[config.mk]
export PLATFORM = sky130hd
export DESIGN_NAME = bir_ram
export DESIGN_NICKNAME = d
export VERILOG_FILES = /design/src/hw/rtl/bir_ram.sv
export SDC_FILE = /design/constraint.sdc
export NUM_CORES = 2
export LEC_CHECK = 0
export ABC_AREA = 0
export BUFFER_PORTS_ARGS = -buffer_cell sky130_fd_sc_hd__buf_2
export CAP_MARGIN = 40
export CELL_PAD_IN_SITES_DETAIL_PLACEMENT = 1
export CELL_PAD_IN_SITES_GLOBAL_PLACEMENT = 1
export CORE_ASPECT_RATIO = 2
export CORE_MARGIN = 1
export CORE_UTILIZATION = 45
export CTS_CLUSTER_DIAMETER = 100
export DETAILED_ROUTE_END_ITERATION = 16
export PLACE_DENSITY_LB_ADDON = 0.3
export SLEW_MARGIN = 15
export SYNTH_ARGS = -nofsm -noshare
export SYNTH_HDL_FRONTEND = slang
export SYNTH_SLANG_ARGS = --single-unit
[constraint.sdc]
create_clock -name clk_i -period 2.7 [get_ports clk_i]
set_clock_uncertainty 0.2 [all_clocks]
set_input_delay 0.27 -clock clk_i [delete_from_list [all_inputs] [get_ports clk_i]]
set_output_delay 0.27 -clock clk_i [all_outputs]
set_load 0.03 [all_outputs]
[src/hw/rtl/bir_ram.sv]
// bir_ram: generic simple dual-port ram, one write and one registered read port
// no dependencies

module bir_ram #(
  parameter int Width = 16,
  parameter int Depth = 256
) (
  input  logic                     clk_i,
  input  logic                     we_i,
  input  logic [$clog2(Depth)-1:0] waddr_i,
  input  logic [Width-1:0]         wdata_i,
  input  logic                     re_i,
  input  logic [$clog2(Depth)-1:0] raddr_i,
  output logic [Width-1:0]         rdata_o
);

  logic [Width-1:0] mem_q [Depth];

  // write port
  always_ff @(posedge clk_i) begin
    if (we_i) begin
      mem_q[waddr_i] <= wdata_i;
    end
  end

  // registered read port
  always_ff @(posedge clk_i) begin
    if (re_i) begin
      rdata_o <= mem_q[raddr_i];
    end
  end

endmodule

# == Word-level counts from Yosys, hierarchy flattened ==
# Memories as Yosys holds them, arrays and structs flattened. A register that Yosys moved wholly into a read port is not among the register bits.
# Cells that the tools add are included.
# totals
rom_bits,0
reg_bits,0
mem_bits_rw,4096
output_inout_bits,16
word_cells,3
memories,1
in_bits,35
latchBits,0
# classes
div_mod_pow,0
shift,0
n_mul,0
n_reduce_logical,0
eq_ne,0
magnitude_cmp,0
mux,2
n_addsub,0
bitwise_logic,0
# mem_list
name,words,word_bits,read_ports,rd_ports_with_merged_regs,write_ports,line_no,source
mem_q,256,16,1,1,1,17,logic [Width-1:0] mem_q [Depth];
# op_table
cell,count
two-way mux 1 bit,2

# == Logic depth before layout (Yosys ltp) ==
# logic_depth
word_depth,2
ltp_mapped,12

# == Worst setup path after synthesis ==
# Ideal clock, no wire load.
# synth_path
path_type,input-to-reg
from,input port raddr_i[0]
to,"register rdata_o[4], read port of mem_q (data pin)"
slack_ns,-0.019
cell_stages,8
t_required_ns,2.235
setup_ns,0.265
t_arrival_ns,2.254
path_cell_list,buf_6 -> buf_6 -> buf_2 -> mux4_2 -> mux4_2 -> a22o_1 -> o32ai_2 -> nor4_2
# synth_lines
item,line_no,source
from (decl),13,"input logic [$clog2(Depth)-1:0] raddr_i,"
to (decl),14,output logic [Width-1:0] rdata_o

==> results.md <==
* CP Buf/Inv Count at 1
* Dpl hpwl at between 300 and 400 mm
* Vias in the first global route at 87,663
* Worst-path clk slew at around 70 ps
* Synth Net Count at around 7,400
* Final Slew Violations at 0
* Violated checks: negative setup slack
* Post-synthesis sequential area ratio at 0.7772
* Main synth FF type: edfxtp_1
* GR Util met1 at 0.2916
* CP required at about 3200 ps
* Async set-reset flop share out of synthesis at 0
* Distinct cells, synth at between 50 and 60
* ANT nets after route at 0
* Final Net Count at around 8,500
* Largest net degree at the start of global routing at approximately 110
* All-Layer GR Usage at 0.2748
* Final Hold Fails at 0
* WL final at between 400 and 500 mm
* Area of the mapped netlist at between 150,000 and 200,000 um2
* Crit path largest cell delay at approximately 550 ps
* I/O pin cnt at 51
* RSZ-0062 raised after global routing: yes
* Clock sinks at 4,112
* RePlAce Congestion at 0.9270
* CTS tree: built
* Worst min path class: in -> reg
* Final Cycle Share at 1.108
* Crit path cell chain: mux4_2 -> mux2_4 -> a22oi_2 -> buf_4 -> nand2_4 -> o32ai_4 -> nor4_2
* Final setup viols at 11
* Total gr overflow at 0
* Initial core utilization at 0.4520
* Crit end category: flip-flop
* Yosys reg bits at a little over 4,000
* Initial DRC Count at approximately 8,000
* Layout Area Growth over Synthesis at 17.77%
* Maximum clock rate at roughly 330 MHz
* Routed vias/inst at around 6
* Die Ht at around 840 um
* Buffers on Ports at 50
* Most Crowded Layer GR: met2
* Status: finished with violations
* Clock Root Buffer: clkbuf_16
* First-pass GRT wire length at around 680 mm
* Yosys warnings at 0
* Number of remaining DRC errors at 0
* Power density over the cells at approximately 700 nW/um2
* Max-cap violations at 0
* Leakage at roughly 60 nW
* Slowest-stage cell, CP: a22oi_2
* Site row count at 308
* Met3 Usage GRT at 0.03451
* Average wire per standard cell at ~37 um
* Number of synthesized flops with an enable pin at ~4,000
* Max Root-Sink Buffers at 4
* Layout cells sized above 1 at 0.3124
* Final worst slack at -291.9 ps
* Min Tclk post-route at approximately 3000 ps
* Maximum fanout along the worst path at 1
* Arrival time worst endpoint at between 3000 and 4000 ps
* Num CTS Buffers at about 340
* Die Wd at roughly 420 um
* Setup WS pre-CTS at -1813 ps
* Hold WS at roughly 73 ps
* Filler instances at 30,560
* Critical Path Start Type: flip-flop
* Vias after detailed routing at slightly above 80,000
* Post-synthesis instance total at about 7,400
* Crit path max-delay family: compound AO/OA/AOI/OAI gates
* Synth Area per Inst at ~22 um2
* Slew of the pin with the lowest slew margin at between 900 and 1000 ps
* Htree depth at 5
* Clk Latency, worst-skew pair at between 900 and 1000 ps
* Setup CP Type: reg -> reg
* M2 GR Usage at 0.4893
* Initial antenna violation count at 15
* Max_slew headroom at 0.3638
* Core Box Area at roughly 350,000 um2
* Total die area at about 360,000 um2
* Drt pass-1 iters at 8
* Max IR drop VDD at ~0.00063 V
[through the flow]
| stage | cells | area (um2) | power (mW) | util | setup TNS, ps |
|---|---|---|---|---|---|
| after floorplan | 7360 | 158900 | 75.33 | - | 0 |
| after global placement | 12680 | 174000 | 79.47 | 0.4952 | -21410 |
| after detailed placement | 12692 | 174100 | 79.72 | 0.4955 | -26470 |
| after CTS | 13341 | 186800 | 131.2 | 0.5314 | -585.5 |
| after global routing | 13343 | 187100 | 133.2 | 0.5323 | -664.6 |
| final | 13352 | 187100 | 130.6 | 0.5324 | -1107 |
[worst reg2reg max path: cells and delay by family (launching register included)]
kind / cells / cell delay, ps
muxes: 2 / 760
buffers and inverters: 1 / 260
and+or+nand+nor: 2 / 160
DFF: 1 / 370
AOI/OAI and AO/OA: 2 / 970
[sequential cells by signal (all words and copies together) (netlist names)]
name and cells:
mem_q 4096, rdata_o 16
[cell families after synthesis]
family                 share of synthesized area
AOI/OAI and AO/OA                        0.03534
buffers and inverters                    0.01692
DFF                                       0.7772
muxes                                     0.1548
and+or+nand+nor                          0.01573
[cell usage in the layout (no fill, tap or decap), types with 24 or more instances in the layout]
cell type,n
clkinv_2,65
nand4_1,26
clkinv_1,63
nor2_2,39
nor3_1,67
dlygate4sd3_1,25
mux2i_1,565
buf_12,253
a22oi_1,28
mux2_2,77
o221ai_1,249
a21oi_1,173
buf_4,806
bufinv_16,46
mux4_2,797
nor3_2,24
nor2_1,264
clkbuf_1,53
nand2_1,37
edfxtp_1,4112
clkbuf_16,362
o22ai_1,146
o21ai_0,36
buf_2,32
[where the power goes]
| group | internal, mW | leakage [nW] | switching [mW] |
|---|---|---|---|
| Clock | 28.8 | 5.59 | 23.2 |
| Combinational | 3.13 | 17.8 | 5.11 |
| Sequential | 70.3 | 37.0 | 0.0955 |
| Total | 102 | 60.3 | 28.4 |
[final timing paths]
kind	from	to	slack (ps)	cells after the start
setup reg to reg	mem_q[3][12]	rdata_o[12]	-290	7
hold reg to reg	mem_q[200][10]	rdata_o[10]	980	6
setup / recovery	mem_q[3][12]	rdata_o[12]	-290	7
hold / removal	waddr_i[6]	mem_q[207][9]	70	5
[synth_stat cells, types with 5 or more instances]
cell type	count	area (um2)
edfxtp_1	4112	123500
mux4_2	797	17950
mux2i_1	565	5655
nor2_1	304	1141
o221ai_1	252	2207
clkbuf_1	230	863.3
a21oi_1	175	875.8
o22ai_1	148	925.9
nor3_1	92	460.4
mux2_2	88	991.0
buf_6	77	867.1
buf_2	76	380.4
a22oi_1	43	322.8
nand2_1	38	142.6
o21ai_0	37	185.2
nand3_1	35	175.2
a22o_1	32	280.3
a221oi_1	28	245.2
buf_1	27	101.4
buf_4	26	195.2
nand4_1	26	162.7
o32ai_1	20	175.2
a211oi_1	18	135.1
nor4_1	17	106.4
o31ai_1	16	120.1
and3_1	11	68.82
buf_8	11	165.2
nor2b_1	9	56.30
a2111oi_0	6	52.55
a31oi_1	6	37.54
buf_12	5	100.1
[per-layer routing]
layer | up-vias | share of wire
met2 | 3138 | 0.53
li1 | 33359 | -
met4 | 8 | 0.097
met1 | 44160 | 0.33
met3 | 999 | 0.050
met5 | - | 0.00010
[repair_timing]
action	in CTS	in global routing
setup endpoints to repair	16	16
buffers inserted	2	0
resized for setup	126	46
endpoints found under the hold margin	3781	0
gates cloned	5	3
hold buffers	25	0
pin swaps	26	20
[layout make-up]
class / instances / area [um2] / area share
sequential: 4112 / 123500 / 0.6600
antenna: 11 / 27.53 / 0.0001471
inverter: 4 / 27.53 / 0.0001471
clock inverter: 209 / 2261 / 0.01208
multi-input combinational: 2792 / 33890 / 0.1812
clock buffer: 412 / 9183 / 0.04908
timing repair buffer: 1162 / 12410 / 0.06634
tap: 4650 / 5818 / 0.03110
(Power assumes the default switching activity.)
